**src/oplce_pkg.sv**
```systemverilog
package oplce_pkg;

	localparam int unsigned ShadowDepth = 512;
	localparam logic [7:0]  CodeNone    = 8'hff;
	localparam logic [7:0]  DelayShort  = 8'd122;
	localparam logic [7:0]  DelayLong   = 8'd123;
	localparam logic [15:0] GapReset    = 16'd30000;

	typedef enum logic [1:0] {
		KIND_PAIR    = 2'd0,
		KIND_START   = 2'd1,
		KIND_SUMMARY = 2'd2
	} kind_t;

	typedef enum logic [1:0] {
		PH_OFF     = 2'd0,
		PH_ARMED   = 2'd1,
		PH_CAPTURE = 2'd2
	} phase_t;

	typedef enum logic [1:0] {
		HW_SINGLE = 2'd0,
		HW_DUAL   = 2'd1,
		HW_FOUROP = 2'd2
	} hw_t;

	// classified request passed from front to back
	typedef struct packed {
		logic       req_type;
		logic [8:0] reg_index;
		logic [7:0] reg_value;
		logic [31:0] now_ms;
		logic [7:0] old_value;
		logic [7:0] old_105;
	} req_t;

	typedef struct packed {
		logic [1:0]  item_kind;
		logic [7:0]  code_byte;
		logic [7:0]  data_byte;
		logic [1:0]  hardware_type;
		logic [31:0] total_ms;
		logic [31:0] command_count;
		logic        last;
	} res_t;

	function automatic logic [7:0] reg_code(input logic [7:0] r);
		logic [2:0] grp;
		logic [4:0] i;
		logic [2:0] slot;
		logic [7:0] c;
		grp  = r[7:5];
		i    = r[4:0];
		slot = 3'd0;
		c    = CodeNone;
		if (r == 8'h01) c = 8'd0;
		else if (r == 8'h04) c = 8'd1;
		else if (r == 8'h05) c = 8'd2;
		else if (r == 8'h08) c = 8'd3;
		else if (r == 8'hbd) c = 8'd4;
		else if (r >= 8'ha0 && r <= 8'ha8) c = 8'd95 + (r - 8'ha0) * 8'd3;
		else if (r >= 8'hb0 && r <= 8'hb8) c = 8'd96 + (r - 8'hb0) * 8'd3;
		else if (r >= 8'hc0 && r <= 8'hc8) c = 8'd97 + (r - 8'hc0) * 8'd3;
		else begin
			if (grp >= 3'd1 && grp <= 3'd4) slot = grp - 3'd1;
			else if (grp == 3'd7) slot = 3'd4;
			else slot = 3'd7;
			if (slot != 3'd7 && i < 5'd24 && i[2:0] < 3'd6)
				c = 8'd5 + ({6'd0, i[4:3]} * 8'd6 + {5'd0, i[2:0]}) * 8'd5 + {5'd0, slot};
		end
		return c;
	endfunction

endpackage

```
**src/oplce_front.sv**
```systemverilog
module oplce_front (
	input  logic               clk,
	input  logic               arst_n,
	input  logic               s_valid,
	output logic               s_ready,
	input  oplce_pkg::req_t    s_req,
	output logic               q_valid,
	input  logic               q_ready,
	output oplce_pkg::req_t    q_req
);
	import oplce_pkg::*;

	// shadow memory: clearing sweep after reset, read registered in one stage
	logic [7:0]  shadow_q [ShadowDepth];
	logic [9:0]  clr_cnt_q;
	logic        clearing;
	logic        v_s1;
	req_t        r_s1;
	logic [8:0]  wa;
	logic [7:0]  wd;
	logic        we;
	logic [7:0]  rd_old;
	logic [7:0]  rd_105;
	logic        adv;
	localparam logic [8:0] Reg105 = 9'h105;

	assign clearing = !clr_cnt_q[9];
	assign adv      = !v_s1 || q_ready;
	assign s_ready  = !clearing && adv;
	assign q_valid  = v_s1;

	always_ff @(posedge clk or negedge arst_n) begin
		if (!arst_n) begin
			clr_cnt_q <= '0;
			v_s1      <= 1'b0;
		end else begin
			if (clearing) clr_cnt_q <= clr_cnt_q + 10'd1;
			if (adv) v_s1 <= s_valid && s_ready;
		end
	end

	// write goes in the same cycle the item enters; read sees older state
	assign we = clearing || (s_valid && s_ready && !s_req.req_type);
	assign wa = clearing ? clr_cnt_q[8:0] : s_req.reg_index;
	assign wd = clearing ? 8'd0 : s_req.reg_value;

	always_ff @(posedge clk) begin
		if (we) shadow_q[wa] <= wd;
		if (s_valid && s_ready) begin
			rd_old <= shadow_q[s_req.reg_index];
			rd_105 <= shadow_q[Reg105];
			r_s1   <= s_req;
		end
	end

	// no bypass needed: the previous item's write is already in memory; the item's own write is read-before-write
	always_comb begin
		q_req = r_s1;
		q_req.old_value = rd_old;
		q_req.old_105   = rd_105;
	end

	assert property (@(posedge clk) disable iff (!arst_n) clearing |-> !s_ready)
		else $error("accept during clear");
	assert property (@(posedge clk) disable iff (!arst_n)
		(v_s1 && !q_ready) |=> (v_s1 && $stable(r_s1)))
		else $error("stalled entry lost");
	assert property (@(posedge clk) disable iff (!arst_n) $fell(clearing) |-> clr_cnt_q == 10'd512)
		else $error("clear count");
endmodule

```
**src/oplce_back.sv**
```systemverilog
module oplce_back (
	input  logic               clk,
	input  logic               arst_n,
	input  logic [15:0]        gap,
	input  logic               q_valid,
	output logic               q_ready,
	input  oplce_pkg::req_t    q_req,
	output logic               m_valid,
	input  logic               m_ready,
	output oplce_pkg::res_t    m_res
);
	import oplce_pkg::*;

	phase_t      phase_q;
	logic [31:0] last_tick_q, sum_q, cnt_q;
	hw_t         hw_q;
	res_t        buf_q [3];
	logic [1:0]  n_q, idx_q;
	logic        busy_q;

	res_t        o [3];
	logic [1:0]  n;
	phase_t      ph_d;
	logic [31:0] lt_d, sum_d, cnt_d, passed, sh;
	hw_t         hw_d;
	logic [7:0]  code, m;
	logic        chk, changed, trig;

	function automatic res_t mk(input kind_t k, input logic [7:0] c, input logic [7:0] d,
		input hw_t h, input logic [31:0] t, input logic [31:0] cn);
		res_t r;
		r.item_kind = k; r.code_byte = c; r.data_byte = d; r.hardware_type = h;
		r.total_ms = t; r.command_count = cn; r.last = 1'b0;
		return r;
	endfunction

	always_comb begin
		ph_d = phase_q; lt_d = last_tick_q; sum_d = sum_q; cnt_d = cnt_q; hw_d = hw_q;
		n = 2'd0; chk = 1'b0; passed = '0; sh = '0;
		o[0] = '0; o[1] = '0; o[2] = '0;
		m = q_req.reg_index[7:0];
		code = reg_code(m);
		changed = code != CodeNone && q_req.old_value != q_req.reg_value;
		trig = (m >= 8'hb0 && m <= 8'hb8 && q_req.reg_value[5]) ||
			(m == 8'hbd && q_req.reg_value[5:0] > 6'h20);
		if (q_req.req_type) begin
			if (phase_q == PH_CAPTURE) begin
				o[0] = mk(KIND_SUMMARY, 8'd0, 8'd0, hw_q, sum_q, cnt_q);
				n = 2'd1; ph_d = PH_OFF;
			end else if (phase_q == PH_ARMED) ph_d = PH_OFF;
			else ph_d = PH_ARMED;
		end else begin
			if (phase_q == PH_CAPTURE) begin
				if (changed) begin
					passed = q_req.now_ms - last_tick_q;
					lt_d = q_req.now_ms;
					sum_d = sum_q + passed;
					if (passed > {16'd0, gap}) begin
						o[0] = mk(KIND_SUMMARY, 8'd0, 8'd0, hw_q, sum_d, cnt_q);
						n = 2'd1; ph_d = PH_ARMED; chk = 1'b1;
					end else begin
						if (passed >= 32'd257) begin
							sh = passed >> 8;
							passed = passed - {sh[23:0], 8'd0};
							o[n] = mk(KIND_PAIR, DelayLong, sh[7:0] - 8'd1, hw_d, '0, '0);
							n = n + 2'd1; cnt_d = cnt_d + 32'd1;
						end
						if (passed != 32'd0) begin
							o[n] = mk(KIND_PAIR, DelayShort, passed[7:0] - 8'd1, hw_d, '0, '0);
							n = n + 2'd1; cnt_d = cnt_d + 32'd1;
						end
						if (hw_d != HW_FOUROP && q_req.reg_index == 9'h104 &&
							q_req.reg_value != 8'd0 && q_req.old_105 != 8'd0) hw_d = HW_FOUROP;
						if (hw_d == HW_SINGLE && q_req.reg_index >= 9'h1b0 &&
							q_req.reg_index <= 9'h1b8 && q_req.reg_value != 8'd0) hw_d = HW_DUAL;
						o[n] = mk(KIND_PAIR, code | {q_req.reg_index[8], 7'd0},
							q_req.reg_value, hw_d, '0, '0);
						n = n + 2'd1; cnt_d = cnt_d + 32'd1;
					end
				end
			end else if (phase_q == PH_ARMED) chk = 1'b1;
			if (chk && trig) begin
				hw_d = HW_SINGLE; sum_d = '0; cnt_d = '0;
				o[n] = mk(KIND_START, 8'd0, 8'd0, HW_SINGLE, '0, '0);
				n = n + 2'd1;
				if (hw_d == HW_SINGLE && q_req.reg_index >= 9'h1b0 &&
					q_req.reg_index <= 9'h1b8 && q_req.reg_value != 8'd0) hw_d = HW_DUAL;
				o[n] = mk(KIND_PAIR, code | {q_req.reg_index[8], 7'd0},
					q_req.reg_value, hw_d, '0, '0);
				n = n + 2'd1; cnt_d = 32'd1;
				lt_d = q_req.now_ms; ph_d = PH_CAPTURE;
			end
		end
		if (n != 2'd0) o[n - 2'd1].last = 1'b1;
	end

	// drain buffer: accepts next item when idle or when its last result is being taken
	logic drain_done;
	assign drain_done = busy_q && m_ready && (idx_q + 2'd1 == n_q);
	assign q_ready = !busy_q || drain_done;
	assign m_valid = busy_q;
	assign m_res   = buf_q[idx_q];

	always_ff @(posedge clk or negedge arst_n) begin
		if (!arst_n) begin
			phase_q <= PH_OFF; last_tick_q <= '0; sum_q <= '0; cnt_q <= '0;
			hw_q <= HW_SINGLE; busy_q <= 1'b0; n_q <= '0; idx_q <= '0;
		end else begin
			if (q_valid && q_ready) begin
				phase_q <= ph_d; last_tick_q <= lt_d; sum_q <= sum_d;
				cnt_q <= cnt_d; hw_q <= hw_d;
				busy_q <= n != 2'd0; n_q <= n; idx_q <= '0;
			end else if (busy_q && m_ready) begin
				idx_q <= idx_q + 2'd1;
				if (drain_done) busy_q <= 1'b0;
			end
		end
	end

	always_ff @(posedge clk) begin
		if (q_valid && q_ready) begin
			buf_q[0] <= o[0]; buf_q[1] <= o[1]; buf_q[2] <= o[2];
		end
	end

	assert property (@(posedge clk) disable iff (!arst_n) busy_q |-> idx_q < n_q)
		else $error("index past count");
	assert property (@(posedge clk) disable iff (!arst_n)
		(m_valid && m_ready && m_res.last) |-> drain_done)
		else $error("last mismatch");
	assert property (@(posedge clk) disable iff (!arst_n)
		(m_valid && !m_ready) |=> m_valid)
		else $error("result dropped");
endmodule

```
**src/opl_register_write_capture_encoder.sv**
```systemverilog
// channel  | dir | width | content
// s_axis   | in  | 56+1  | write/toggle request
// m_axis   | out | 88+2  | command pair, start, summary
// apb      | in  | 32    | restart gap register
// after reset a sweep clears all 512 shadow memory entries; no request taken meanwhile
// a request passes through the front (registered shadow read), then the back
// each request yields up to three results, one per cycle while m_axis_tready is high
// next request enters the back when it is idle or as its predecessor's last result leaves
module opl_register_write_capture_encoder (
	input  logic        clk,
	input  logic        arst_n,
	input  logic        s_axis_tvalid,
	output logic        s_axis_tready,
	input  logic [55:0] s_axis_tdata,  // reg_index, reg_value, now_ms
	input  logic        s_axis_tuser,  // req_type
	output logic        m_axis_tvalid,
	input  logic        m_axis_tready,
	output logic [87:0] m_axis_tdata,  // code_byte, data_byte, hardware_type, total_ms, command_count
	output logic [1:0]  m_axis_tuser,  // item_kind
	output logic        m_axis_tlast,
	input  logic        psel,
	input  logic        penable,
	input  logic        pwrite,
	input  logic [1:0]  paddr,
	input  logic [31:0] pwdata,
	output logic [31:0] prdata,
	output logic        pready
);
	import oplce_pkg::*;

	logic [15:0] gap_q;
	req_t        s_req, q_req;
	res_t        res;
	logic        q_valid, q_ready;
	localparam logic [1:0] AddrGap = 2'd0;

	assign pready = 1'b1;
	assign prdata = (paddr == AddrGap) ? {16'd0, gap_q} : 32'd0;

	always_ff @(posedge clk or negedge arst_n) begin
		if (!arst_n) gap_q <= GapReset;
		else if (psel && penable && pwrite && paddr == AddrGap) gap_q <= pwdata[15:0];
	end

	always_comb begin
		s_req = '0;
		s_req.req_type  = s_axis_tuser;
		s_req.reg_index = s_axis_tdata[8:0];
		s_req.reg_value = s_axis_tdata[16:9];
		s_req.now_ms    = s_axis_tdata[48:17];
	end

	oplce_front u_front (
		.clk(clk), .arst_n(arst_n), .s_valid(s_axis_tvalid), .s_ready(s_axis_tready),
		.s_req(s_req), .q_valid(q_valid), .q_ready(q_ready), .q_req(q_req)
	);

	oplce_back u_back (
		.clk(clk), .arst_n(arst_n), .gap(gap_q), .q_valid(q_valid), .q_ready(q_ready),
		.q_req(q_req), .m_valid(m_axis_tvalid), .m_ready(m_axis_tready), .m_res(res)
	);

	assign m_axis_tuser = res.item_kind;
	assign m_axis_tlast = res.last;
	assign m_axis_tdata = {6'd0, res.command_count, res.total_ms, res.hardware_type,
		res.data_byte, res.code_byte};
endmodule

```
**config.mk**
```make
export PLATFORM = sky130hd
export DESIGN_NAME = opl_register_write_capture_encoder
export DESIGN_NICKNAME = d
export VERILOG_FILES = /design/src/oplce_pkg.sv /design/src/oplce_front.sv /design/src/oplce_back.sv /design/src/opl_register_write_capture_encoder.sv
export SDC_FILE = /design/constraint.sdc
export NUM_CORES = 2
export LEC_CHECK = 0
export BUFFER_PORTS_ARGS = -buffer_cell sky130_fd_sc_hd__buf_2
export CORE_UTILIZATION = 60
export CTS_BUF_LIST = sky130_fd_sc_hd__clkbuf_8
export CTS_CLUSTER_SIZE = 24
export DETAILED_ROUTE_END_ITERATION = 8
export PLACE_DENSITY = 0.73
export SYNTH_ARGS = -nofsm -noshare
export SYNTH_HDL_FRONTEND = slang
export SYNTH_HIERARCHICAL = 1
export SYNTH_MEMORY_MAX_BITS = 65536
export SYNTH_SLANG_ARGS = --single-unit
```
**constraint.sdc**
```tcl
create_clock -name clk -period 22.8 [get_ports clk]
set_input_delay 1.14 -clock clk [delete_from_list [all_inputs] [get_ports clk]]
set_output_delay 1.14 -clock clk [all_outputs]
set_load 0.005 [all_outputs]
```
==> results.ini <==
[cts]
cts_buffers = 681
clk_latency_ns = 1.23
cts_max_level = 6
cts.sinks = 4419
post_cts_buffers = 0
clockBufferDepth = 4
clk_pin_slew_ns = 0.06
cts_resized = 0
tritoncts = built
hold_buffers = 4
cts_root_buf = clkbuf_8

[power]
power.density_nw_per_um2 = 77.3
p_leak_nw = 57.5
ir_drop_v = 0.0000681

[route]
drtPass1Iterations = 9
ant_nets = 0
drt-total-wl_mm = 481
first_iter_violations = 14138
vias = 104733
routedWlPerCell_um = 30.7
drc_errors = 2
viasPerCell = 6.68

[timing]
setup_ws_ns = 14.30
worstMarginPinSlew_ns = 1.41
min_period_ns = 8.50
fin_setup_tns_ns = 0
hold_viol_final = 0
finClkSkew_ns = 0.0702
relSlewSlack_pct = 5.02
drv_slew = 0
setup_viol = 0
rsz0062_at_grt = false
post-route-period-util_pct = 37.3
clock.fmax_ghz = 0.118

[worst_setup_path]
end_kind = flip-flop
crit_buf_inv = 3
reg2reg_slack_ns = 14.30
crit_slowest_cell = o31ai_1
slowest_delay_ns = 0.81
crit_type = reg2reg
crit_required_ns = 23.92
worstPathArrival_ns = 9.62
path_delay_family = compound AO/OA/AOI/OAI gates
critPathMaxFanout = 38
crit_top_cell = ha_1
cp-start-kind = flip-flop

[die]
dieArea_sq_um = 309000
rows = 203
core_area_sq_um = 306000
die_h_um = 556
die_width_um = 556
start_util_pct = 60.3
num_io_pins = 224

[layout]
multi_input_area_sq_um = 47500
finalNetCount = 11312
syn_to_final_growth_pct = 8.75
drive_above_1_share_pct = 17.3
register_area_sq_um = 132000
utilization_pct = 65.6
fill_cells = 20290

[outcome]
outcome = complete, but fails checks
violations = DRC

[synth]
ys_seq_elements = 4419
synth_top_family_by_area = multiplexers
synthSimpleGateAreaFrac_pct = 4.99
synth_compound_gate_area_share_pct = 5.88
syn_inst = 10629
synthAdderAreaFrac_pct = 1.14
synth-edff-count = 4287
synth_flop_cell = edfxtp_1
synth.mux.area_fraction_pct = 12.8
ys_warn_count = 6
synthArstFlopShare_pct = 2.99
ys_seq_area_share_pct = 71.7
synth_cell_types = 124
synthesis.area_sq_um = 184000
synth-xor-area-share_pct = 0.789
syn-mean-instance-area_sq_um = 17.3

[job]
cap_violations = 0

[global_routing]
grt_pass1_vias = 102182
gr-total-overflow = 0
antenna_found_initial = 20
grt_use_total_pct = 30.8
busiest_layer = met2
grt_pass1_wl_mm = 694
grt_max_degree = 227
use_met1_pct = 43.1
gr-usage-met2_pct = 47.3
use_met3_pct = 7.19

[min_path]
hold_path_class = in2reg

[placed_design]
dp_hpwl_mm = 292
pre_cts_ws_ns = 14.45
port_buffers = 177
gp_congestion = 0.950

-- metrics by stage --
step                hold slack [ns]  cell area (sq um)  power (mW)  std cells
floorplan                     0.420             184000        9.35      10650
global placement              0.437             188000        9.54      14463
detailed placement            0.447             188000        9.55      14463
CTS                        0.000939             200000        15.6      15666
global route                 0.0486             200000        15.9      15669
finish                       0.0955             200000        15.5      15674
-- state kept, by name, indices dropped and copies added, names as in the netlist, 10 cells and up --
name / cells
u_back/sum_q: 32
u_back/buf_q: 125
u_back/cnt_q: 32
u_front/shadow_q: 4096
u_front/q_req: 50
gap_q: 16
u_back/last_tick_q: 32
u_front/clr_cnt_q: 10
-- cells in the mapped netlist (all sizes together) (151+ instances only) --
| cell | number | area, sq um |
|---|---|---|
| a21oi | 296 | 1490 |
| buf | 337 | 3020 |
| clkbuf | 320 | 1360 |
| edfxtp | 4287 | 129000 |
| ha | 157 | 1960 |
| inv | 151 | 567 |
| mux2i | 802 | 8030 |
| mux4 | 639 | 14500 |
| nand2 | 400 | 1500 |
| nor2 | 816 | 3070 |
| nor3 | 158 | 817 |
| o21ai | 260 | 1310 |
| o221ai | 274 | 2410 |
| o22ai | 224 | 1410 |
-- kinds of logic after synthesis --
kind of cell / count (synthesis)
compound gates: 1574
xor+xnor: 166
fa+ha+maj: 164
buf+inv: 808
flops: 4419
mux: 1533
other cells: 3
simple gates: 1962
-- path summary, 6_finish.rpt --
path | start | endpoint | cells past startpoint
hold / removal | s_axis_tdata[43] | u_front/q_req[42] | 1
setup / recovery | u_front/q_req[59] | u_back/cnt_q[19] | 26
max in group asynchronous | arst_n | u_front/clr_cnt_q[9] | 3
hold reg to reg | u_front/shadow_q[261][6] | u_front/rd_105[6] | 0
min in group asynchronous | arst_n | u_back/last_tick_q[28] | 2
setup reg to reg | u_front/q_req[59] | u_back/cnt_q[19] | 26
-- worst register-to-register path, delay by kind of cell (launching register included) --
| kind | cells | cell delay (ns) |
|---|---|---|
| buffers and inverters | 3 | 0.79 |
| AO/OA/AOI/OAI | 9 | 2.31 |
| XOR/XNOR | 2 | 0.47 |
| AND/OR/NAND/NOR | 6 | 2.18 |
| flip-flops | 1 | 0.56 |
| adder cells (fa/ha/maj) | 6 | 2.11 |
-- final cells by class --
type | count | share of cell area, %
Clock inverter | 507 | 1.46
Tap cell | 4100 | 2.56
Antenna cell | 8 | 0.00999
Inverter | 151 | 0.292
Timing Repair Buffer | 374 | 1.30
Clock buffer | 692 | 4.75
Sequential cell | 4419 | 65.9
Multi-Input combinational cell | 5423 | 23.7
-- power by group --
part | internal [mW] | total, mW | switching (mW)
sequential | 8.78 | 8.79 | 0.00627
combinational | 0.197 | 0.600 | 0.403
clock | 3.01 | 6.10 | 3.09
total | 12.0 | 15.5 | 3.50
-- layout by cell type (no fill, tap or decap), types with 30 or more instances in the layout --
cell type,n
a211oi_1,39
a21o_1,34
a21oi_1,294
a22o_1,73
a22oi_1,44
a31oi_1,66
and2_1,128
and3_1,38
buf_2,171
buf_4,180
clkbuf_8,693
clkinv_1,142
clkinv_2,60
dfrtp_1,124
edfxtp_1,4287
ha_1,157
inv_1,371
mux2_2,76
mux2i_1,802
mux4_1,39
mux4_2,600
nand2_1,382
nand2b_1,30
nand3_1,110
nand4_1,54
nor2_1,813
nor2b_1,56
nor3_1,154
nor4_1,38
o21a_1,30
o21ai_0,242
o221ai_1,273
o22ai_1,223
xnor2_1,106
xor2_1,60
-- layer usage --
metal	vias up	routed length [um]
met2	6754	224000
met1	53269	181000
li1	43629	-
met5	-	92
met3	1067	56400
met4	14	20400
No activity file was read; power rests on OpenSTA's default activity.
